[src/design/tgq_pkg.sv]
// Shared constants, types and fixed-point helpers for the text glyph quad generator.
package tgq_pkg;

   localparam int GLYPHS       = 96;
   localparam int GLYPH_HEIGHT = 16;
   localparam int FRAC_BITS    = 24;

   localparam int CFG_FRAC = 24;
   localparam int UP_SH    = (FRAC_BITS >= CFG_FRAC) ? (FRAC_BITS - CFG_FRAC) : 0;
   localparam int DN_SH    = (FRAC_BITS < CFG_FRAC) ? (CFG_FRAC - FRAC_BITS) : 0;
   localparam int SLOT_W   = (GLYPHS > 1) ? $clog2(GLYPHS) : 1;

   localparam int CFG_W     = 25;
   localparam int CSR_IDX_W = 2;
   localparam logic [CSR_IDX_W-1:0] CSR_INV_HALF_WIDTH  = CSR_IDX_W'(0);
   localparam logic [CSR_IDX_W-1:0] CSR_INV_HALF_HEIGHT = CSR_IDX_W'(1);
   localparam logic [CFG_W-1:0] INV_HALF_WIDTH_RESET  = 25'd52429;
   localparam logic [CFG_W-1:0] INV_HALF_HEIGHT_RESET = 25'd69905;

   localparam logic [1:0] REQ_LOAD  = 2'd0;
   localparam logic [1:0] REQ_START = 2'd1;
   localparam logic [1:0] REQ_DRAW  = 2'd2;

   localparam logic [7:0] SPACE_CODE    = 8'd32;
   localparam int         SPACE_ADVANCE = 3;

   localparam int OPA_W  = 17;
   localparam int PROD_W = 43;
   localparam int WIDE_W = 48;

   localparam int CMD_DEPTH = 4;
   localparam int CMD_PTR_W = $clog2(CMD_DEPTH);
   localparam int CMD_CNT_W = $clog2(CMD_DEPTH + 1);

   localparam int VTX_W = 3;
   localparam logic [VTX_W-1:0] VTX_TL0 = 3'd0;
   localparam logic [VTX_W-1:0] VTX_BR0 = 3'd1;
   localparam logic [VTX_W-1:0] VTX_BL  = 3'd2;
   localparam logic [VTX_W-1:0] VTX_TL1 = 3'd3;
   localparam logic [VTX_W-1:0] VTX_TR  = 3'd4;
   localparam logic [VTX_W-1:0] VTX_BR1 = 3'd5;

   localparam logic signed [WIDE_W-1:0] RND_HALF = WIDE_W'((64'd1 << DN_SH) >> 1);
   localparam logic signed [WIDE_W-1:0] ONE_WIDE = WIDE_W'(64'd1 << FRAC_BITS);
   localparam logic signed [31:0]       PEN_ONE  = 32'(64'd1 << FRAC_BITS);
   localparam logic signed [WIDE_W-1:0] S32_MAX  = {{(WIDE_W-31){1'b0}}, {31{1'b1}}};
   localparam logic signed [WIDE_W-1:0] S32_MIN  = {{(WIDE_W-31){1'b1}}, {31{1'b0}}};

   typedef struct packed {
      logic [1:0]         req_type;
      logic [6:0]         glyph_slot;
      logic [16:0]        tex_left;
      logic [16:0]        tex_right;
      logic [7:0]         glyph_pixels;
      logic signed [15:0] start_x;
      logic signed [15:0] start_y;
      logic [7:0]         char_code;
   } req_item_type;

   typedef struct packed {
      logic signed [31:0] vert_x;
      logic signed [31:0] vert_y;
      logic [16:0]        tex_u;
      logic               tex_v;
      logic               last_vertex;
   } rsp_item_type;

   typedef struct packed {
      logic [16:0] left;
      logic [16:0] right;
      logic [7:0]  width;
   } glyph_type;

   typedef enum logic [1:0] {CMD_START, CMD_SPACE, CMD_DRAW} cmd_kind_type;

   // prod_a: x distance, prod_b: y distance, prod_c: pen advance after a glyph
   typedef struct packed {
      cmd_kind_type              kind;
      logic signed [PROD_W-1:0]  prod_a;
      logic signed [PROD_W-1:0]  prod_b;
      logic signed [PROD_W-1:0]  prod_c;
      logic [16:0]               tex_l;
      logic [16:0]               tex_r;
   } cmd_type;

   typedef struct packed {
      logic [CMD_CNT_W-1:0] count;
      logic                 avail;
   } fifo_status_type;

   // 24 fractional bits to FRAC_BITS, round half up when narrowing
   function automatic logic signed [WIDE_W-1:0] rescale(input logic signed [PROD_W-1:0] q);
      logic signed [WIDE_W-1:0] e;
      e = WIDE_W'(q);
      return ((e + RND_HALF) >>> DN_SH) <<< UP_SH;
   endfunction

   function automatic logic signed [31:0] sat32(input logic signed [WIDE_W-1:0] v);
      if (v > S32_MAX) begin
         return 32'sh7fffffff;
      end else if (v < S32_MIN) begin
         return 32'sh80000000;
      end
      return v[31:0];
   endfunction

endpackage

[src/design/tgq_back.sv]
// Vertex engine: pen state, command execution and the six-vertex quad sequencer.
module tgq_back
   import tgq_pkg::*;
(
   input  logic            clock,
   input  logic            reset,
   input  fifo_status_type cmd_status,
   input  cmd_type         cmd_data,
   output logic            cmd_pop,
   output logic            rsp_empty,
   input  logic            rsp_pop,
   output rsp_item_type    rsp_data
);

   logic signed [31:0] pen_x_ff, pen_x_in, pen_y_ff, pen_y_in;
   logic signed [31:0] x0_ff, y0_ff, x1_ff, y1_ff, x1_in, y1_in;
   logic [16:0]        tl_ff, tr_ff;
   logic               busy_ff, busy_in;
   logic [VTX_W-1:0]   vtx_ff, vtx_in;
   logic               rsp_valid_ff, rsp_valid_in;
   rsp_item_type       rsp_ff, vtx_item;
   logic               out_adv, emit, quad_done, draw_pop;

   assign out_adv   = !rsp_valid_ff || rsp_pop;
   assign emit      = busy_ff && out_adv;
   assign quad_done = emit && vtx_ff == VTX_BR1;
   assign cmd_pop   = cmd_status.avail && (!busy_ff || quad_done);
   assign draw_pop  = cmd_pop && cmd_data.kind == CMD_DRAW;

   always_comb begin
      pen_x_in = pen_x_ff;
      pen_y_in = pen_y_ff;
      x1_in    = sat32(WIDE_W'(pen_x_ff) + rescale(cmd_data.prod_a));
      y1_in    = sat32(WIDE_W'(pen_y_ff) - rescale(cmd_data.prod_b));
      if (cmd_pop) begin
         unique case (cmd_data.kind)
            CMD_START: begin
               pen_x_in = sat32(rescale(cmd_data.prod_a) - ONE_WIDE);
               pen_y_in = sat32(rescale(cmd_data.prod_b) + ONE_WIDE);
            end
            CMD_SPACE: pen_x_in = x1_in;
            CMD_DRAW:  pen_x_in = sat32(WIDE_W'(pen_x_ff) + rescale(cmd_data.prod_c));
            default: ;
         endcase
      end
      busy_in      = draw_pop ? 1'b1 : (quad_done ? 1'b0 : busy_ff);
      vtx_in       = emit ? (quad_done ? VTX_TL0 : vtx_ff + 1'b1) : vtx_ff;
      rsp_valid_in = emit || (rsp_valid_ff && !rsp_pop);
   end

   // vertex order: two triangles TL-BR-BL and TL-TR-BR
   always_comb begin
      vtx_item = '{vert_x: x1_ff, vert_y: y1_ff, tex_u: tr_ff, tex_v: 1'b1,
                   last_vertex: 1'b0};
      unique case (vtx_ff)
         VTX_TL0, VTX_TL1: vtx_item = '{vert_x: x0_ff, vert_y: y0_ff, tex_u: tl_ff,
                                        tex_v: 1'b0, last_vertex: 1'b0};
         VTX_BR0: ;
         VTX_BL:  vtx_item = '{vert_x: x0_ff, vert_y: y1_ff, tex_u: tl_ff,
                               tex_v: 1'b1, last_vertex: 1'b0};
         VTX_TR:  vtx_item = '{vert_x: x1_ff, vert_y: y0_ff, tex_u: tr_ff,
                               tex_v: 1'b0, last_vertex: 1'b0};
         VTX_BR1: vtx_item.last_vertex = 1'b1;
         default: ;
      endcase
   end

   always_ff @(posedge clock) begin
      if (reset) begin
         pen_x_ff     <= -PEN_ONE;
         pen_y_ff     <= PEN_ONE;
         busy_ff      <= 1'b0;
         vtx_ff       <= VTX_TL0;
         rsp_valid_ff <= 1'b0;
      end else begin
         pen_x_ff     <= pen_x_in;
         pen_y_ff     <= pen_y_in;
         busy_ff      <= busy_in;
         vtx_ff       <= vtx_in;
         rsp_valid_ff <= rsp_valid_in;
      end
   end

   always_ff @(posedge clock) begin
      if (draw_pop) begin
         x0_ff <= pen_x_ff;
         y0_ff <= pen_y_ff;
         x1_ff <= x1_in;
         y1_ff <= y1_in;
         tl_ff <= cmd_data.tex_l;
         tr_ff <= cmd_data.tex_r;
      end
      if (emit) begin
         rsp_ff <= vtx_item;
      end
   end

   assign rsp_empty = !rsp_valid_ff;
   assign rsp_data  = rsp_ff;

   a_vtx_range: assert property (@(posedge clock) disable iff (reset)
      vtx_ff <= VTX_BR1)
      else $error("vertex counter out of range");

   a_last_spacing: assert property (@(posedge clock) disable iff (reset)
      rsp_valid_ff && rsp_pop && rsp_ff.last_vertex |=> !rsp_valid_ff || !rsp_ff.last_vertex)
      else $error("two quad ends in a row");

endmodule

[config.mk]
export PLATFORM = sky130hd
export DESIGN_NAME = tgq_back
export DESIGN_NICKNAME = d
export VERILOG_FILES = /design/src/design/tgq_pkg.sv /design/src/design/tgq_back.sv
export SDC_FILE = /design/constraint.sdc
export NUM_CORES = 1
export LEC_CHECK = 0
export BUFFER_PORTS_ARGS = -buffer_cell sky130_fd_sc_hd__buf_4
export CAP_MARGIN = 20
export CORE_UTILIZATION = 54
export CTS_CLUSTER_DIAMETER = 150
export DETAILED_ROUTE_END_ITERATION = 7
export PLACE_DENSITY = 0.78
export SLEW_MARGIN = 20
export SYNTH_ARGS = -nofsm -noshare
export SYNTH_HDL_FRONTEND = slang
export SYNTH_SLANG_ARGS = --single-unit
[constraint.sdc]
create_clock -name clock -period 4.7 [get_ports clock]
set_input_delay 0.47 -clock clock [delete_from_list [all_inputs] [get_ports clock]]
set_output_delay 0.47 -clock clock [all_outputs]
set_load 0.02 [all_outputs]
Word level (Yosys, flattened, before mapping)
Index checks and enable logic that the tools add are counted.
{"block": "totals", "inputBits": 172, "elab_cells": 93, "regBits": 314}
{"block": "classes", "reduce_logical": 18, "mux": 37, "eq_ne": 6, "order_cmp": 10, "n_addsub": 6}
{"op": "two-way mux 32 bit", "count": 15}
{"op": "case mux 82 bit (3 select lines)", "count": 1}
{"op": "greater-than comparator 44 x 32 -> 1 bit (second input constant)", "count": 5}
{"op": "less-than comparator 44 x 32 -> 1 bit (second input constant)", "count": 5}
{"op": "case mux 32 bit (3 select lines)", "count": 1}
{"op": "adder 32 x 43 -> 44 bit", "count": 2}
{"op": "adder 43 x 26 -> 44 bit (second input constant)", "count": 1}
{"op": "subtractor 32 x 43 -> 44 bit", "count": 1}
{"op": "subtractor 43 x 26 -> 44 bit (second input constant)", "count": 1}
{"op": "two-way mux 1 bit", "count": 19}
{"op": "== test 3 x 2 -> 1 bit (second input constant)", "count": 2}
{"op": "== test 3 bit (second input constant)", "count": 2}
{"op": "logical AND 1 bit", "count": 5}
{"op": "AND reduction 2 bit", "count": 2}
{"op": "adder 3 x 1 -> 3 bit (second input constant)", "count": 1}
{"op": "logical NOT 1 bit", "count": 3}
{"op": "logical NOT 3 bit", "count": 1}
{"op": "logical OR 1 bit", "count": 3}
{"op": "two-way mux 3 bit", "count": 1}
{"op": "nonzero test 3 bit", "count": 1}
{"op": "== test 2 x 1 -> 1 bit (second input constant)", "count": 1}
{"op": "== test 2 bit (second input constant)", "count": 1}
{"op": "logical NOT 2 bit", "count": 1}
{"op": "nonzero test 2 bit", "count": 1}
{"op": "OR reduction 2 bit", "count": 1}

Depth between registers and ports, before layout
{"block": "logic_depth", "word_depth": 9, "depth_mapped": 16, "depth_no_buf": 15}

Worst setup path after synthesis
No wires, ideal clock.
{"block": "synth_path", "path_kind": "register -> register", "start": "register vtx_ff[1]", "end": "register tl_ff[0], enable pin", "arrival_time_ns": 4.564, "n_path_buf": 1, "period_less_slack_ns": 5.078, "slack_ns": -0.378, "path_stages_with_launch": 9, "cell_sequence": "dfxtp_1 -> inv_1 -> ha_1 -> nand2_1 -> o21ai_0 -> and2_1 -> clkbuf_1 -> nand2_1 -> inv_1"}
{"block": "synth_between", "elab_chain_cells": 5}
{"element": "start: declaration", "line": "tgq_back.sv:19", "rtl": "logic [VTX_W-1:0] vtx_ff, vtx_in;"}
{"element": "start signal: assignment", "line": "tgq_back.sv:79", "rtl": "vtx_ff <= vtx_in;"}
{"element": "== test 3 bit", "line": "tgq_back.sv:26", "rtl": "assign quad_done = emit && vtx_ff == VTX_BR1;"}
{"element": "logical AND 1 bit", "line": "tgq_back.sv:26"}
{"element": "logical OR 1 bit", "line": "tgq_back.sv:27", "rtl": "assign cmd_pop = cmd_status.avail && (!busy_ff || quad_done);"}
{"element": "logical AND 1 bit", "line": "tgq_back.sv:27"}
{"element": "net cmd_pop", "line": "tgq_back.sv:9", "rtl": "output logic cmd_pop,"}
{"element": "logical AND 1 bit", "line": "tgq_back.sv:28", "rtl": "assign draw_pop = cmd_pop && cmd_data.kind == CMD_DRAW;"}
{"element": "end signal: assignment", "line": "tgq_back.sv:90", "rtl": "tl_ff <= cmd_data.tex_l;"}
{"element": "end: declaration", "line": "tgq_back.sv:17", "rtl": "logic [16:0] tl_ff, tr_ff;"}
The timed path passes the listed nets, and every way through them passes these cells.
A chain may end at the register's enable or synchronous reset.

Worst setup path in the final report
{"block": "layout_path", "start": "register pen_x_ff[31]", "end": "register x1_ff[5], data pin"}
{"block": "layout_between", "elab_chain_cells": 5}
{"element": "start: declaration", "line": "tgq_back.sv:15", "rtl": "logic signed [31:0] pen_x_ff, pen_x_in, pen_y_ff, pen_y_in;"}
{"element": "start signal: assignment", "line": "tgq_back.sv:70", "rtl": "pen_x_ff <= -PEN_ONE;"}
{"element": "start signal: assignment", "line": "tgq_back.sv:76", "rtl": "pen_x_ff <= pen_x_in;"}
{"element": "adder 32 x 43 -> 44 bit (*)", "line": "tgq_back.sv:33", "rtl": "x1_in = sat32(WIDE_W'(pen_x_ff) + rescale(cmd_data.prod_a));"}
{"element": "less-than comparator 44 x 32 -> 1 bit", "line": "tgq_pkg.sv:101", "rtl": "end else if (v < S32_MIN) begin"}
{"element": "two-way mux 1 bit", "line": "tgq_pkg.sv:101"}
{"element": "two-way mux 1 bit", "line": "tgq_pkg.sv:99", "rtl": "if (v > S32_MAX) begin"}
{"element": "two-way mux 32 bit (*)", "line": "tgq_pkg.sv:104", "rtl": "return v[31:0];"}
{"element": "net x1_in[5]", "line": "tgq_back.sv:16", "rtl": "logic signed [31:0] x0_ff, y0_ff, x1_ff, y1_ff, x1_in, y1_in;"}
{"element": "end signal: assignment", "line": "tgq_back.sv:88", "rtl": "x1_ff <= x1_in;"}
{"element": "end: declaration", "line": "tgq_back.sv:16"}
Mark *: on every way through the listed nets, which the timed path passes. The rest lies on a longest branch.

==> results.ini <==
[outcome]
outcome = complete, no violations

[floorplan]
fp.dieW_microns = 200
initial_utilization_pct = 54.9
fp-row-count = 72
die_footprint_sq_um = 40200
pin_count = 257
fp.dieH_microns = 200
core_area_sq_um = 38700

[cts]
cts.sink_count = 314
worstSkewPairLatency_ns = 0.58
clk_pin_slew_ns = 0.06
cts-root-to-sink-buffers = 3
cts-root-buf = sky130_fd_sc_hd__clkbuf_16
cts.repair_timing.setup_buffer_count = 0
cts_htree_levels = 1
cts_tree = yes
tritoncts.num_buffers = 31

[finish]
seqCellArea_sq_um = 8740
fillers = 3268
combined_area_of_the_multi_input_logic_cells_sq_um = 11700
final_layout_size_suffix_gt1_share_pct = 14.9
area_delta_synth_final_pct = 16.3
nNetsFinal = 2816

[logic_synthesis]
postSynth.topFlopCell = sky130_fd_sc_hd__edfxtp_1
cell_area_after_technology_mapping_sq_um = 21300
synth.lib_cells_used.distinct = 92
synthesis.instances = 2293
avgSynthCellArea_sq_um = 9.28
synthArstFlopShare_pct = 0
synth_fp_nets = 2610
synth-edff-count = 245
yosys_register_bits = 314
ys.warnings.count = 0
seq_area_frac_synth_pct = 41.1

[power_and_ir_drop]
share_seq_of_total_power_pct = 40.2
power.ir.vdd_worst_v = 0.000281
combinationalPowerShare_pct = 29.1
static-leakage-power_uw = 0.00980
netSwitchingFraction_pct = 32.5
power.share.clock_pct = 30.7
p_int_uw = 5490
overall_power_uw = 8140
p_switching_uw = 2650
power_density_nw_per_um2 = 329

[critical_path]
cp_top_family = compound AO/OA/AOI/OAI gates
critical_path.n_buffers_inverters = 2
critical_path.reg2reg.startpoint = pen_x_ff[31]
critical_path_peak_fanout = 31
path_cells = buf_4, ha_1, a21oi_1, o21ai_1, a2111oi_0, a21oi_1, a211oi_1, o211ai_1, o21a_1, inv_1, o41a_1, o21ai_0
ff2ff_setup_slack_ns = 0.29
critical_path_source = pen_x_ff[31]
timing.critical_path.to_type = flop
slowest_delay_ns = 0.86
worstSetupStartpointType = flop
reg2reg_depth = 12
critPathRequiredTime_ns = 4.95
worst_path_most_repeated_cell = sky130_fd_sc_hd__a21oi_1
worstSetupEndpoint = x1_ff[5]
crit-reg2reg-capture = x1_ff[5]
worst_path_max_delay_cell = sky130_fd_sc_hd__o41a_1
worst_ep_arrival_time_ns = 4.67
path_class = reg -> reg
critical_path_cell_count = 12

[timing]
tns_ns = 0
setup_repair_after_global_routing_missed_its_margin = false
fin_crit_ns = 4.41
fin_skew_ns = 0.0142
final_min_period_over_clock_period_pct = 93.9
finalSetupViolations = 0
fin_hold_ws_ns = 0.0733
max_slew.worst_pin.slew_ns = 1.07
slew_viol_final = 0
slew_headroom_pct = 29.0
max_freq_ghz = 0.227
finalHoldViolCount = 0

[placement]
dp_hpwl_mm = 49.4
gp_congestion = 1.00
io_buffers = 253

[global_routing]
pin_count_of_the_biggest_net_entering_global_routing = 67
vias_in_the_first_global_route = 18400
grt.total_usage_pct = 31.0
grt_antenna_before_repair = 0
globalRoute.totalOverflow = 0
grt_first_pass_wirelength_mm = 100

[route]
antenna_left = 0
vias = 19300
drt_drc_violations_left = 0
drt_pass1_iterations = 6
detail_route.wirelength_mm = 64.2
drt_first_iter_violations = 1883
avgViaCountPerCell = 6.36
detail_route.wl_per_cell_microns = 21.1

[flow_run]
drv_cap = 0

[hold_path]
hold_class = in -> reg

## worst register-to-register path, delay by kind of cell (launching register included)
kind                     cells  cell delay, ns
buffers and inverters        2            0.34
flip-flops                   1            0.38
AO/OA/AOI/OAI                9            3.00
adder cells (fa/ha/maj)      1            0.36
## layout by cell type, fill, tap and decap left out, types with 14 or more instances in the layout
cell,Yosys,routed
sky130_fd_sc_hd__nand2b_1,20,20
sky130_fd_sc_hd__xnor2_1,59,59
sky130_fd_sc_hd__o211ai_1,29,29
sky130_fd_sc_hd__nor4_1,23,23
sky130_fd_sc_hd__xor2_1,60,60
sky130_fd_sc_hd__o21a_1,21,21
sky130_fd_sc_hd__inv_1,96,94
sky130_fd_sc_hd__edfxtp_1,245,245
sky130_fd_sc_hd__o311a_1,20,20
sky130_fd_sc_hd__a21oi_1,208,208
sky130_fd_sc_hd__a21o_1,44,44
sky130_fd_sc_hd__a31oi_1,19,18
sky130_fd_sc_hd__nand3_1,47,47
sky130_fd_sc_hd__nor2_1,183,183
sky130_fd_sc_hd__o21ai_0,185,184
sky130_fd_sc_hd__dfxtp_1,69,69
sky130_fd_sc_hd__nor3_1,63,63
sky130_fd_sc_hd__o21bai_1,16,16
sky130_fd_sc_hd__a21boi_0,15,15
sky130_fd_sc_hd__ha_1,142,142
sky130_fd_sc_hd__buf_4,2,279
sky130_fd_sc_hd__clkbuf_16,0,31
sky130_fd_sc_hd__nand2_1,209,209
sky130_fd_sc_hd__a22o_1,81,81
sky130_fd_sc_hd__a211oi_1,79,78
sky130_fd_sc_hd__o21ai_1,20,19
sky130_fd_sc_hd__nand4_1,37,37
sky130_fd_sc_hd__and3_1,14,14
## power by group through the flow
stage | registers, uW | clock network [uW] | logic [uW]
after floorplan | 3320 | 0 | 1560
after global placement | 3320 | 0 | 2260
after detailed placement | 3330 | 0 | 2300
after CTS | 3270 | 2520 | 2320
after global routing | 3280 | 2630 | 2570
final | 3270 | 2490 | 2370
## state kept, by name (all words and copies together), names as in the netlist, 17 cells and up
register  count
pen_y_ff     32
rsp_data     83
y1_ff        32
pen_x_ff     32
tl_ff        17
x1_ff        32
x0_ff        32
tr_ff        17
y0_ff        32
## per-stage QoR
| stage | worst slack, ns | util (%) | cell area (sq um) | instances |
|---|---|---|---|---|
| floorplan | 0.526 | - | 21300 | 2293 |
| detailed placement | 0.220 | 61.2 | 23700 | 2984 |
| global route | 0.105 | 63.8 | 24700 | 3041 |
| finish | 0.289 | 63.8 | 24700 | 3042 |
| CTS | 0.334 | 63.8 | 24700 | 3041 |
| global placement | 0.302 | 61.2 | 23700 | 2984 |
## worst min path at each step
stage                       from         to  slack, ns  depth (start not counted)
finish              cmd_data[32]  tl_ff[15]       0.07                          1
global route        cmd_data[17]   tl_ff[0]       0.05                          1
CTS                 cmd_data[26]   tl_ff[9]       0.05                          1
detailed placement   pen_y_ff[0]   y0_ff[0]       0.42                          0
global placement     pen_y_ff[0]   y0_ff[0]       0.41                          0
floorplan            pen_y_ff[0]   y0_ff[0]       0.41                          0
## cell usage after synthesis, types with 37 or more instances
cell | number | area, sq um
sky130_fd_sc_hd__a211oi_1 | 79 | 593
sky130_fd_sc_hd__a21o_1 | 44 | 330
sky130_fd_sc_hd__a21oi_1 | 208 | 1040
sky130_fd_sc_hd__a22o_1 | 81 | 709
sky130_fd_sc_hd__clkbuf_1 | 82 | 308
sky130_fd_sc_hd__dfxtp_1 | 69 | 1380
sky130_fd_sc_hd__edfxtp_1 | 245 | 7360
sky130_fd_sc_hd__ha_1 | 142 | 1780
sky130_fd_sc_hd__inv_1 | 96 | 360
sky130_fd_sc_hd__nand2_1 | 209 | 785
sky130_fd_sc_hd__nand3_1 | 47 | 235
sky130_fd_sc_hd__nand4_1 | 37 | 231
sky130_fd_sc_hd__nor2_1 | 183 | 687
sky130_fd_sc_hd__nor3_1 | 63 | 315
sky130_fd_sc_hd__o21ai_0 | 185 | 926
sky130_fd_sc_hd__xnor2_1 | 59 | 517
sky130_fd_sc_hd__xor2_1 | 60 | 526
## cell type report
cell class / instances / area share [%]
timing repair buffer: 285 / 8.95
inverter: 97 / 1.49
clock inverter: 21 / 0.880
clock buffer: 36 / 3.25
sequential: 314 / 35.3
tap: 518 / 2.62
multi-input combinational: 1770 / 47.5
antenna: 1 / 0.0101
## metal layers
| metal | global-route usage, % | up-vias | share of wire [%] |
|---|---|---|---|
| met5 | 0 | - | 0 |
| met3 | 4.17 | 92 | 8.8 |
| met1 | 44.6 | 9178 | 44 |
| met2 | 49.4 | 927 | 45 |
| li1 | - | 9140 | - |
| met4 | 7.80 | 0 | 2.1 |
## repair_timing
| action | CTS | global route |
|---|---|---|
| hold buffers | 0 | 0 |
| endpoints found under the setup margin | 0 | 2 |
| gates resized for setup | 0 | 2 |
## logic make-up (layout without fill, tap and decap cells)
| kind of cell | after synthesis | count (layout) | share of synthesized area [%] |
|---|---|---|---|
| simple gates | 664 | 664 | 14.9 |
| mux | 6 | 6 | 0.294 |
| compound gates | 835 | 835 | 26.1 |
| buf+inv | 209 | 439 | 4.03 |
| flops | 314 | 314 | 41.1 |
| xor+xnor | 120 | 120 | 4.98 |
| fa+ha+maj | 145 | 145 | 8.64 |
| other cells | 0 | 1 | 0 |
Power figures use the tool's default switching activity.
