**src/design/tgq_pkg.sv**
```systemverilog
// Shared constants, types and fixed-point helpers for the text glyph quad generator.
package tgq_pkg;

   localparam int GLYPHS       = 96;
   localparam int GLYPH_HEIGHT = 16;
   localparam int FRAC_BITS    = 24;

   localparam int CFG_FRAC = 24;
   localparam int UP_SH    = (FRAC_BITS >= CFG_FRAC) ? (FRAC_BITS - CFG_FRAC) : 0;
   localparam int DN_SH    = (FRAC_BITS < CFG_FRAC) ? (CFG_FRAC - FRAC_BITS) : 0;
   localparam int SLOT_W   = (GLYPHS > 1) ? $clog2(GLYPHS) : 1;

   localparam int CFG_W     = 25;
   localparam int CSR_IDX_W = 2;
   localparam logic [CSR_IDX_W-1:0] CSR_INV_HALF_WIDTH  = CSR_IDX_W'(0);
   localparam logic [CSR_IDX_W-1:0] CSR_INV_HALF_HEIGHT = CSR_IDX_W'(1);
   localparam logic [CFG_W-1:0] INV_HALF_WIDTH_RESET  = 25'd52429;
   localparam logic [CFG_W-1:0] INV_HALF_HEIGHT_RESET = 25'd69905;

   localparam logic [1:0] REQ_LOAD  = 2'd0;
   localparam logic [1:0] REQ_START = 2'd1;
   localparam logic [1:0] REQ_DRAW  = 2'd2;

   localparam logic [7:0] SPACE_CODE    = 8'd32;
   localparam int         SPACE_ADVANCE = 3;

   localparam int OPA_W  = 17;
   localparam int PROD_W = 43;
   localparam int WIDE_W = 48;

   localparam int CMD_DEPTH = 4;
   localparam int CMD_PTR_W = $clog2(CMD_DEPTH);
   localparam int CMD_CNT_W = $clog2(CMD_DEPTH + 1);

   localparam int VTX_W = 3;
   localparam logic [VTX_W-1:0] VTX_TL0 = 3'd0;
   localparam logic [VTX_W-1:0] VTX_BR0 = 3'd1;
   localparam logic [VTX_W-1:0] VTX_BL  = 3'd2;
   localparam logic [VTX_W-1:0] VTX_TL1 = 3'd3;
   localparam logic [VTX_W-1:0] VTX_TR  = 3'd4;
   localparam logic [VTX_W-1:0] VTX_BR1 = 3'd5;

   localparam logic signed [WIDE_W-1:0] RND_HALF = WIDE_W'((64'd1 << DN_SH) >> 1);
   localparam logic signed [WIDE_W-1:0] ONE_WIDE = WIDE_W'(64'd1 << FRAC_BITS);
   localparam logic signed [31:0]       PEN_ONE  = 32'(64'd1 << FRAC_BITS);
   localparam logic signed [WIDE_W-1:0] S32_MAX  = {{(WIDE_W-31){1'b0}}, {31{1'b1}}};
   localparam logic signed [WIDE_W-1:0] S32_MIN  = {{(WIDE_W-31){1'b1}}, {31{1'b0}}};

   typedef struct packed {
      logic [1:0]         req_type;
      logic [6:0]         glyph_slot;
      logic [16:0]        tex_left;
      logic [16:0]        tex_right;
      logic [7:0]         glyph_pixels;
      logic signed [15:0] start_x;
      logic signed [15:0] start_y;
      logic [7:0]         char_code;
   } req_item_type;

   typedef struct packed {
      logic signed [31:0] vert_x;
      logic signed [31:0] vert_y;
      logic [16:0]        tex_u;
      logic               tex_v;
      logic               last_vertex;
   } rsp_item_type;

   typedef struct packed {
      logic [16:0] left;
      logic [16:0] right;
      logic [7:0]  width;
   } glyph_type;

   typedef enum logic [1:0] {CMD_START, CMD_SPACE, CMD_DRAW} cmd_kind_type;

   // prod_a: x distance, prod_b: y distance, prod_c: pen advance after a glyph
   typedef struct packed {
      cmd_kind_type              kind;
      logic signed [PROD_W-1:0]  prod_a;
      logic signed [PROD_W-1:0]  prod_b;
      logic signed [PROD_W-1:0]  prod_c;
      logic [16:0]               tex_l;
      logic [16:0]               tex_r;
   } cmd_type;

   typedef struct packed {
      logic [CMD_CNT_W-1:0] count;
      logic                 avail;
   } fifo_status_type;

   // 24 fractional bits to FRAC_BITS, round half up when narrowing
   function automatic logic signed [WIDE_W-1:0] rescale(input logic signed [PROD_W-1:0] q);
      logic signed [WIDE_W-1:0] e;
      e = WIDE_W'(q);
      return ((e + RND_HALF) >>> DN_SH) <<< UP_SH;
   endfunction

   function automatic logic signed [31:0] sat32(input logic signed [WIDE_W-1:0] v);
      if (v > S32_MAX) begin
         return 32'sh7fffffff;
      end else if (v < S32_MIN) begin
         return 32'sh80000000;
      end
      return v[31:0];
   endfunction

endpackage

```
**src/design/tgq_cmd_fifo.sv**
```systemverilog
// Short command queue between front end and vertex engine.
module tgq_cmd_fifo
   import tgq_pkg::*;
(
   input  logic            clock,
   input  logic            reset,
   input  logic            push,
   input  cmd_type         push_data,
   input  logic            pop,
   output cmd_type         pop_data,
   output fifo_status_type status
);

   cmd_type              entry_ff [CMD_DEPTH];
   logic [CMD_PTR_W-1:0] wr_ptr_ff, rd_ptr_ff;
   logic [CMD_CNT_W-1:0] count_ff, count_in;

   always_comb begin
      count_in = count_ff;
      if (push && !pop) begin
         count_in = count_ff + 1'b1;
      end else if (pop && !push) begin
         count_in = count_ff - 1'b1;
      end
   end

   always_ff @(posedge clock) begin
      if (reset) begin
         wr_ptr_ff <= '0;
         rd_ptr_ff <= '0;
         count_ff  <= '0;
      end else begin
         count_ff <= count_in;
         if (push) begin
            wr_ptr_ff <= wr_ptr_ff + 1'b1;
         end
         if (pop) begin
            rd_ptr_ff <= rd_ptr_ff + 1'b1;
         end
      end
   end

   always_ff @(posedge clock) begin
      if (push) begin
         entry_ff[wr_ptr_ff] <= push_data;
      end
   end

   assign pop_data     = entry_ff[rd_ptr_ff];
   assign status.count = count_ff;
   assign status.avail = count_ff != '0;

   a_no_overflow: assert property (@(posedge clock) disable iff (reset)
      push && !pop |-> count_ff < CMD_CNT_W'(CMD_DEPTH))
      else $error("command queue overflow");

   a_no_underflow: assert property (@(posedge clock) disable iff (reset)
      pop |-> count_ff != '0)
      else $error("command queue underflow");

endmodule

```
**config.mk**
```make
export PLATFORM = sky130hd
export DESIGN_NAME = tgq_cmd_fifo
export DESIGN_NICKNAME = d
export VERILOG_FILES = /design/src/design/tgq_pkg.sv /design/src/design/tgq_cmd_fifo.sv
export SDC_FILE = /design/constraint.sdc
export NUM_CORES = 1
export LEC_CHECK = 0
export BUFFER_PORTS_ARGS = -buffer_cell sky130_fd_sc_hd__buf_2
export CELL_PAD_IN_SITES_DETAIL_PLACEMENT = 1
export CELL_PAD_IN_SITES_GLOBAL_PLACEMENT = 1
export CORE_MARGIN = 2
export CORE_UTILIZATION = 40
export DETAILED_ROUTE_END_ITERATION = 8
export GPL_TIMING_DRIVEN = 1
export PLACE_DENSITY = 0.62
export SYNTH_ARGS = -nofsm -noshare
export SYNTH_HDL_FRONTEND = slang
export SYNTH_SLANG_ARGS = --single-unit
```
**constraint.sdc**
```tcl
create_clock -name clock -period 15.18 [get_ports clock]
set_input_delay 2.277 -clock clock [delete_from_list [all_inputs] [get_ports clock]]
set_output_delay 2.277 -clock clock [all_outputs]
set_load 0.02 [all_outputs]
```
After elaboration in Yosys (flattened, before gate mapping)
Memories as Yosys holds them, arrays and structs flattened. A register that Yosys moved wholly into a read port is not among the register bits.
Cells that the tools add are included.
W data, S select, Z words.
{"block": "totals", "regBits": 7, "latch_bits": 0, "ramBits": 660, "rom_bits": 0, "input_bits": 169, "output_inout_bits": 169, "memories": 1}
{"block": "classes", "n_addsub": 4, "multipliers": 0, "n_div": 0, "n_lt_le_gt_ge": 0, "n_eq_ne": 0, "shifts": 0, "mux": 6, "bitwise": 0, "reduce_logical": 6}
{"name": "entry_ff", "depth": 4, "width": 165, "rd": 1, "rd_ports_with_merged_regs": 1, "wr": 1, "line": "tgq_cmd_fifo.sv:14", "text": "cmd_type entry_ff [CMD_DEPTH];"}
{"operator": "$mux W3", "count": 2}
{"operator": "$add A2 B1 Y2 const B", "count": 2}
{"operator": "$mux W2", "count": 2}
{"operator": "$add A3 B1 Y3 const B", "count": 1}
{"operator": "$reduce_bool A3 Y1", "count": 1}
{"operator": "$sub A3 B1 Y3 const B", "count": 1}
{"operator": "$logic_and A1 B1 Y1", "count": 2}
{"operator": "$logic_not A1 Y1", "count": 2}
{"operator": "$mux W1", "count": 2}
{"operator": "$reduce_bool A2 Y1", "count": 1}

Depth between registers and ports, before layout
Gate-level depths: netlist of run 1.
{"block": "depth", "word_depth": 4, "depth_mapped": 7, "mapped_depth_nobuf": 7}

Worst setup path after synthesis of run 1
Ideal clock, no wire load.
{"block": "synth_path", "kind": "input-to-reg", "start": "input port push", "end": "memory entry_ff[0][0] (netlist bit), enable pin", "t_arrival_ns": 6.035, "path_slack_ns": 8.601, "stages": 1, "path_buffers": 0, "cell_sequence": "and2_1"}
{"block": "synth_between", "elab_chain_len": 2}
{"element": "from (decl)", "line": "tgq_cmd_fifo.sv:7", "text": "input logic push,"}
{"element": "$mux W1", "line": "tgq_cmd_fifo.sv:44", "text": "if (push) begin"}
{"element": "$mux W1 (not written as such)", "line": "tgq_cmd_fifo.sv:45", "text": "entry_ff[wr_ptr_ff] <= push_data;"}
{"element": "to (decl)", "line": "tgq_cmd_fifo.sv:14"}
No other way between the ends.

==> summary.md, run 1 <==
| Metric | Value |
|---|---|
| Outcome | `completed` |
| Setup TNS | `0 ps` |
| Worst path slowest cell | `dfxtp_4` |
| Max Fclk | `approximately 170 MHz` |
| Busiest grt layer | `met2` |
| Area leader, netlist | `edfxtp_1` |
| Top cells by instance count after synthesis | `660 x edfxtp_1, 165 x mux4_2, 16 x buf_2, 11 x buf_12, 9 x dfxtp_1` |
| Die Y | `between 200 and 300 um` |
| Clock sinks | `approximately 670` |
| Syn Std Cell Area | `0.02437 mm^2` |
| EDFF count, synth | `660` |
| Die area | `0.06293 mm^2` |
| Ys async rst share | `0%` |
| Minimum clock period | `between 5000 and 6000 ps` |
| Slew HR | `34.89%` |
| Placed wire-length estimate | `just under 30000 um` |
| Pwr/cell area | `between 100 and 150 mW/mm^2` |
| Mux cell area share after synthesis | `~15%` |
| Main combinational cell family by area after synthesis | `multiplexers` |
| Seq/Total Area, Yosys | `a little over 80%` |
| Clk_lat worst skew | `roughly 600 ps` |
| Least-Margin Pin Slew | `approximately 1000 ps` |
| Synth Flop Type | `edfxtp_1` |
| Avg Cell Area, Syn | `26.93 um^2` |
| Tot GR Track Use | `about 16%` |
| Tcrit/Tclk final | `38.91%` |
| Syn_nets | `roughly 1100` |
| Slew Limit Fails | `0` |
| Synthesized-area fraction occupied by adder cells | `0.3388%` |
| Largest net degree at the start of global routing | `94` |
| Critical Path End Type | `output pin` |
| Setup WS post-layout | `a little over 9000 ps` |
| Worst vdd ir | `0.0001042 V` |
| Final setup violation count | `0` |
| # nets final | `1466` |
| Max H-tree Level | `3` |
| Num CTS Buffers | `73` |
| Hold buffer count at CTS | `0` |
| Number of global-route vias before repair | `around 12000` |
| Clk_skew | `about 13 ps` |
| Max_cap viols | `0` |
| Drt first-iter violations | `between 500 and 600` |
| Largest stage delay on the critical path | `around 800 ps` |
| CP arrival | `between 3000 and 4000 ps` |
| Routability congestion estimate | `0.6993` |
| Die width | `~250 um` |
| Total global routing overflow | `0` |
| CTS tree | `yes` |
| Gate Count Post-Synth | `905` |
| Worst EP required | `roughly 13000 ps` |
| Netlist cell types | `21` |
| Compound-Gate Fraction of Synth Area | `less than 1%` |
| Area grow syn2layout | `19.71%` |
| CTS resizes | `0` |
| XOR/XNOR Fraction of Synth Area | `less than 1%` |
| Vias | `10830` |
| Share of the synthesized area in the top cell type | `81.31%` |
| Met1 GRT Util | `between 20% and 30%` |
| Clock tree root driver cell | `clkbuf_16` |
| Final wirelength | `slightly above 50000 um` |
| Top cells by area, synth | `edfxtp_1 81%, mux4_2 15%, buf_12 0.90%, dfxtp_1 0.74%, buf_8 0.37%` |
| Layout cells sized above 1 | `46.21%` |
| Initial antenna violation count | `18` |
| WL/cell | `around 24 um` |
| Synthesized flop and latch total | `669` |
| Met2 usage | `approximately 25%` |
| Number of port buffers | `337` |
| CP Class | `flip-flop to output pin` |
| First-pass GRT wire length | `around 76000 um` |
| Core area | `0.06025 mm^2` |
| Pre-CTS setup slack | `9591 ps` |
| Rows | `90` |
| WHS | `~530 ps` |
| Initial Util | `approximately two fifths` |
| DR pass1 iterations | `4` |
| Leakage | `9.736 nW` |
| Setup crit start kind | `flip-flop` |
| Clock buffer depth | `3` |
| Antenna Nets Post-Route | `0` |
| Ys Warns | `0` |
| Fin. Hold Viols | `0` |
| Worst-path clk slew | `around 60 ps` |
| Avg Vias per Cell | `roughly 5.1` |
| Post-CTS Setup Inserts | `0` |
| Hold Path Class | `flip-flop to flip-flop` |
| Crit Path Max Fanout | `93` |
| # DRC | `0` |
| GR Layer Usage met3 | `5.788%` |
| Most numerous cell in the Yosys netlist | `edfxtp_1` |
| CP Cell Sequence | `buf_12 > buf_4 > mux4_2 > buf_2` |
| RSZ-0062 raised after global routing | `no` |
| R2R Setup Slk | `approximately 12000 ps` |
| IO Pins | `roughly 340` |
| Post-Synth Simple-Gate Area | `less than 1%` |
[critical path, delay by kind of cell, from the launching register on]
| family | cells | cell delay [ps] |
|---|---|---|
| flops | 1 | 810 |
| mux | 1 | 600 |
| buf+inv | 3 | 1530 |
[sequential cells by signal, summed over array words and instances, names as in the netlist, named ones only]
register,flops
entry_ff,660
count_ff,3
wr_ptr_ff,2
rd_ptr_ff,2
[power by group]
part / switching, mW / total [mW] / internal [mW]
Combinational: 0.261 / 0.429 / 0.169
Sequential: 0.0305 / 2.16 / 2.12
Clock: 0.701 / 1.78 / 1.08
[kinds of logic after synthesis]
logic type / count (synthesis)
buffers and inverters: 42
adders and majority gates: 6
muxes: 167
AOI/OAI and AO/OA: 2
and+or+nand+nor: 14
xor gates and xnor gates: 5
DFF: 669
[cells in the final DEF (no fill, tap or decap), drive strengths merged]
cell type / n
edfxtp: 660
buf: 349
mux4: 165
clkbuf: 90
clkinv: 24
diode: 10
bufinv: 9
dfxtp: 9
inv: 8
nor2: 7
ha: 5
and2: 4
xor2: 3
clkinvlp: 3
or3: 2
xnor2: 2
mux2i: 2
nand2: 1
o21ai: 1
a21oi: 1
fa: 1
[per-stage QoR]
stage	util, %	area (um^2)	std cells	total power, mW
floorplan	-	24370	905	2.485
global placement	44.38	26740	1998	2.627
detailed placement	44.38	26740	1998	2.638
CTS	48.39	29150	2128	4.432
global route	48.41	29160	2132	4.523
finish	48.43	29180	2138	4.365
[cell type report]
type | count | area [um^2]
Clock inverter | 40 | 439.2
Inverter | 4 | 15.01
Fill cell | 5360 | 31070
Antenna cell | 10 | 25.02
Multi-Input combinational cell | 194 | 3950
Timing Repair Buffer | 349 | 1789
Sequential cell | 669 | 20010
Tap cell | 782 | 978.4
Clock buffer | 90 | 1976
[per-layer routing]
layer	wire, um	vias to the layer above
li1	-	4712
met1	21000	5693
met2	24410	312
met3	4260	94
met4	1031	22
met5	134	-
[path summary, 6_finish.rpt]
kind / start / endpoint / depth (start not counted)
worst max-delay path: flip-flop / pop_data[51] / 4
worst min-delay path: count_ff[2] / count_ff[2] / 2
worst max register to register: wr_ptr_ff[0] / entry_ff[0][30] / 4
worst min register to register: count_ff[2] / count_ff[2] / 2
Note: power is estimated with default switching activity, not from simulation.
==> inputs of run 2 (changes only) <==
- ABC_AREA: not set -> 1
- PLACE_DENSITY: 0.62 -> 0.65
- clock period: 15.18 -> 5.6 ns (I/O delays scaled with it)
==> summary.md, run 2 <==
| Metric | Value |
|---|---|
| Max Fclk | `approximately 260 MHz` |
| Clock share of power | `approximately two fifths` |
| CP Class | `flip-flop to output pin` |
| Hold buffer count at CTS | `0` |
| Drt first-iter violations | `870` |
| Initial Util | `between 40% and 50%` |
| Initial antenna violation count | `22` |
| Clock sinks | `roughly 670` |
| Hold Path Class | `primary input to flip-flop` |
| # nets final | `between 2000 and 2500` |
| Avg Vias per Cell | `5.197` |
| WL/cell | `about 21 um` |
| Placed wire-length estimate | `34050 um` |
| Slew HR | `between 20% and 30%` |
| # DRC | `0` |
| Leakage | `a little over 10 nW` |
| Worst-path clk slew | `~50 ps` |
| Clock buffer depth | `3` |
| Top cells by instance count after synthesis | `660 x edfxtp_1, 337 x nor2_1, 268 x o21ai_0, 165 x o22ai_1, 67 x o21ai_1` |
| Ys Warns | `0` |
| Max reg flops | `660` |
| Die width | `between 200 and 300 um` |
| Rows | `91` |
| Most numerous cell in the Yosys netlist | `edfxtp_1` |
| Fin. Hold Viols | `0` |
| FILL cells | `a little over 6000` |
| Area grow syn2layout | `18.56%` |
| Synthesized flop and latch total | `669` |
| Post-CTS Setup Inserts | `0` |
| Largest net degree at the start of global routing | `between 150 and 200` |
| Total global routing overflow | `0` |
| Share of the synthesized area in the top cell type | `slightly below 80%` |
| Synth Flop Type | `edfxtp_1` |
| IO Pins | `~340` |
| Post-Synth Simple-Gate Area | `under 10%` |
| Antenna Nets Post-Route | `0` |
| Net Sw Power | `2.773 mW` |
| Top reg by flops | `entry_ff` |
| Core area | `roughly 0.06 mm^2` |
| Area leader, netlist | `edfxtp_1` |
| Most frequent cells in the layout | `660 x edfxtp_1, 337 x nor2_1, 337 x buf_2` |
| Gate Count Post-Synth | `approximately 1700` |
| CTS tree | `yes` |
| Slew Limit Fails | `0` |
| DR pass1 iterations | `5` |
| Tcrit/Tclk final | `69.95%` |
| RSZ-0062 raised after global routing | `no` |
| Number of port buffers | `around 340` |
| Syn_nets | `1829` |
| Compound-Gate Fraction of Synth Area | `a little over a tenth` |
| Mux cell area share after synthesis | `0%` |
| Outcome | `completed` |
| Die Y | `between 200 and 300 um` |
| Clk_skew | `around 18 ps` |
| Ys async rst share | `0%` |
| Least-Margin Pin Slew | `about 1100 ps` |
| CTS resizes | `0` |
| Synthesized-area fraction occupied by adder cells | `less than 1%` |
| CP arrival | `3080 ps` |
| Setup TNS | `0 ps` |
| EDFF count, synth | `660` |
| Routability congestion estimate | `approximately 0.74` |
| XOR/XNOR Fraction of Synth Area | `less than 1%` |
| Combinational power share | `roughly a tenth` |
| Final wirelength | `just over 60000 um` |
| Clock tree root driver cell | `clkbuf_16` |
| Netlist cell types | `20` |
| Pwr/cell area | `393.8 mW/mm^2` |
| Worst EP required | `~4800 ps` |
| Minimum clock period | `about 3900 ps` |
| Clk_lat worst skew | `around 600 ps` |
| Area of the multi-input gates | `about 0.0041 mm^2` |
| Syn Std Cell Area | `around 0.025 mm^2` |
| Layout cells sized above 1 | `23.04%` |
| Seq/Total Area, Yosys | `~80%` |
| Commonest non-fill, non-tap cell in the layout | `edfxtp_1` |
| Setup WS post-layout | `~1700 ps` |
| Pre-CTS setup slack | `~2200 ps` |
| Max H-tree Level | `3` |
| Worst vdd ir | `around 0.00025 V` |
| Die area | `~0.064 mm^2` |
| Setup crit start kind | `flip-flop` |
| Sequential power share | `about half` |
| Final setup violation count | `0` |
| Num CTS Buffers | `73` |
| Pint | `roughly 9 mW` |
| Storage cell area | `around 0.020 mm^2` |
| Tot GR Track Use | `roughly a fifth` |
| Vias | `about 15000` |
| First-pass GRT wire length | `just over 90000 um` |
| Crit Path Max Fanout | `around 180` |
| Biggest regs | `entry_ff x660, count_ff x3` |
| Top cells by area, synth | `edfxtp_1 80%, o21ai_0 5.4%, nor2_1 5.1%, o22ai_1 4.1%, buf_6 1.5%` |
| Number of global-route vias before repair | `~16000` |
| Switching share of power | `between 20% and 30%` |
| Avg Cell Area, Syn | `15.06 um^2` |
| Critical Path End Type | `output pin` |
| Main combinational cell family by area after synthesis | `compound AO/OA/AOI/OAI gates` |
| Max_cap viols | `0` |
-- run 2: cell count changes after synthesis, sizes merged, moves of 4 or more --
cell / delta
o21ai: +334
clkbuf: +54
and2: -4
o22ai: +165
mux4: -165
inv: +13
buf: +17
nand2: +9
nor2: +330
-- run 2: per-layer routing --
metal  vias up  track usage, %  routed length (um)
met5         -               0                 134
met4        20           6.492                1354
met3        98           5.244                3748
met2       319           31.63               30960
met1      7576           23.40               25400
li1       6928               -                   -
-- run 2: final timing paths --
kind | start | end | slack [ps] | cells past startpoint
worst max-delay path | flip-flop | pop_data[18] | 1680 | 5
worst min-delay path | reset | count_ff[0] | 430 | 2
worst max register to register | wr_ptr_ff[0] | entry_ff[2][84] | 3290 | 5
worst min register to register | rd_ptr_ff[1] | flip-flop | 450 | 1
-- run 2: cells by family (layout without fill, tap and decap cells) --
family,Yosys count,in the layout
compound gates,503,503
xor+xnor,1,1
fa+ha+maj,6,6
buf+inv,126,499
flops,669,669
other cells,0,11
simple gates,349,349
-- run 2: area by class of cell --
class,instances,area share [%]
clock buffer,89,6.532
inverter,17,0.3177
clock inverter,40,1.381
timing repair buffer,353,6.414
sequential,669,67.74
antenna,11,0.09320
tap,837,3.546
multi-input combinational,859,13.98
-- run 2: through the flow --
stage | hold slack (ps) | utilization (%) | power, mW | cells | cell area, um^2
after floorplan | 411.5 | - | 6.590 | 1654 | 24910
after global placement | 426.7 | 44.11 | 7.000 | 2735 | 27170
after detailed placement | 443.4 | 44.11 | 7.042 | 2735 | 27170
after CTS | 384.2 | 47.90 | 11.77 | 2864 | 29510
after global routing | 423.6 | 47.93 | 12.05 | 2871 | 29530
final | 429.2 | 47.95 | 11.63 | 2875 | 29540
-- run 2: power by group through the flow --
stage                     Clock, mW  Combinational (mW)  Sequential, mW
after global routing           5.01                1.23            5.81
after CTS                      4.83                1.15            5.79
after floorplan                   0               0.687            5.90
after detailed placement          0                1.15            5.90
final                          4.72                1.13            5.79
after global placement            0                1.12            5.89
-- run 2: critical path: stages, from the launching register on --
cell and delay, ps:
dfxtp_4 550, inv_8 770, buf_4 550, o21ai_0 160, o22ai_1 210, buf_2 210
==> inputs of run 3 (changes only) <==
- clock period: 5.6 -> 3.7 ns (I/O delays scaled with it)
==> summary.md, run 3 (synthesized netlist as in run 2, its figures left out) <==
| Metric | Value |
|---|---|
| CP Cell Sequence | `inv_8 > buf_4 > o21ai_0 > o22ai_1 > buf_2` |
| Leakage | `about 10 nW` |
| Worst-path clk slew | `about 60 ps` |
| Tot GR Track Use | `19.20%` |
| Commonest non-fill, non-tap cell in the layout | `edfxtp_1` |
| Clock sinks | `~670` |
| Layout cells sized above 1 | `a little under a quarter` |
| CTS resizes | `0` |
| Initial Util | `between 40% and 50%` |
| # DRC | `0` |
| Clk_skew | `~22 ps` |
| Biggest regs | `entry_ff x660, count_ff x3` |
| Number of global-route vias before repair | `16110` |
| Initial antenna violation count | `17` |
| IO Pins | `~340` |
| Net Sw Power | `between 4 and 5 mW` |
| Largest net degree at the start of global routing | `around 170` |
| Routability congestion estimate | `approximately 0.74` |
| Minimum clock period | `around 3000 ps` |
| HP Start | `reset` |
| Die width | `253.6 um` |
| Reg2Reg Launch Point | `wr_ptr_ff[0]` |
| Clk_lat worst skew | `around 600 ps` |
| CP arrival | `approximately 2500 ps` |
| Vias | `~15000` |
| Max Fclk | `329.0 MHz` |
| Drt first-iter violations | `approximately 800` |
| Slew Limit Fails | `0` |
| Outcome | `completed` |
| Area grow syn2layout | `18.66%` |
| Switching share of power | `between 20% and 30%` |
| Setup TNS | `0 ps` |
| Critical Path End Type | `output pin` |
| Setup crit start kind | `flip-flop` |
| Hold buffer count at CTS | `0` |
| # nets final | `about 2200` |
| Total global routing overflow | `0` |
| Worst vdd ir | `approximately 0.00043 V` |
| Placed wire-length estimate | `between 30000 and 40000 um` |
| WL/cell | `around 22 um` |
| Least-Margin Pin Slew | `983.7 ps` |
| Most frequent cells in the layout | `660 x edfxtp_1, 337 x nor2_1, 337 x buf_2` |
| Post-CTS Setup Inserts | `0` |
| Max H-tree Level | `3` |
| Largest stage delay on the critical path | `around 450 ps` |
| RSZ-0062 raised after global routing | `no` |
| CTS tree | `yes` |
| Pint | `13.18 mW` |
| Die Y | `around 250 um` |
| Crit Path Max Fanout | `about 100` |
| Sequential power share | `50.4%` |
| CP Class | `flip-flop to output pin` |
| Antenna Nets Post-Route | `0` |
| Tcrit/Tclk final | `82.15%` |
| Combinational power share | `about a tenth` |
| Core area | `around 0.06 mm^2` |
| Hold Path Class | `primary input to flip-flop` |
| Final wirelength | `between 60000 and 70000 um` |
| Fin. Hold Viols | `0` |
| Clock share of power | `39.6%` |
| Pwr/cell area | `approximately 590 mW/mm^2` |
| Clock tree root driver cell | `clkbuf_16` |
| Total power draw | `between 15 and 20 mW` |
| Slew HR | `34.42%` |
| Rows | `slightly above 90` |
| Num CTS Buffers | `72` |
| FILL cells | `approximately 6000` |
| Clock buffer depth | `3` |
| Max_cap viols | `0` |
| First-pass GRT wire length | `between 90000 and 100000 um` |
| Avg Vias per Cell | `approximately 5.2` |
| Max reg flops | `between 600 and 700` |
| Number of port buffers | `337` |
| Worst path slowest cell | `inv_8` |
| Top reg by flops | `entry_ff` |
| Die area | `approximately 0.064 mm^2` |
| Worst EP required | `about 3100 ps` |
| DR pass1 iterations | `5` |
| WHS | `roughly 120 ps` |
| Final setup violation count | `0` |
## run 3: cell type report
class	instances	area (um^2)	share of cell area (%)
Sequential cell	669	20010	67.68
Multi-Input combinational cell	859	4129	13.97
Timing Repair Buffer	367	2037	6.891
Clock buffer	91	1924	6.510
Tap cell	837	1047	3.543
Clock inverter	37	310.3	1.050
Inverter	17	88.84	0.3005
Antenna cell	7	17.52	0.05926
## run 3: power groups by stage
stage,Clock [mW],Combinational [mW],Sequential (mW)
after floorplan,0,1.04,8.92
after global placement,0,1.71,8.90
after detailed placement,0,1.76,8.91
after CTS,7.04,1.77,8.76
after global routing,7.30,1.90,8.78
final,6.89,1.74,8.75
## run 3: path summary, 6_finish.rpt
check        slack (ps)         endpoint  depth (start not counted)
min                 120      count_ff[0]                          2
min reg2reg         470        flip-flop                          1
max                 660     pop_data[11]                          5
max reg2reg        1230  entry_ff[2][71]                          6
## run 3: worst max-delay path, delay by kind of cell (launching register included)
family                 cells  cell delay, ps
buffers and inverters      3            1090
AO/OA/AOI/OAI              2             410
flip-flops                 1             380
## run 3: through the flow
stage	worst slack, ps	instance area [um^2]	utilization, %	std cells
after floorplan	169.5	24930	-	1654
after global placement	1076	27310	44.33	2749
after detailed placement	1065	27310	44.33	2749
after CTS	635.1	29540	47.96	2877
after global routing	463.5	29550	47.98	2881
final	660.5	29560	47.99	2884
## run 3: routing by layer
metal  GRT usage [%]  share of wire (%)
met1           23.60                 41
met3           5.296                6.1
met4           6.712                2.6
met2           32.58                 50
met5               0               0.21
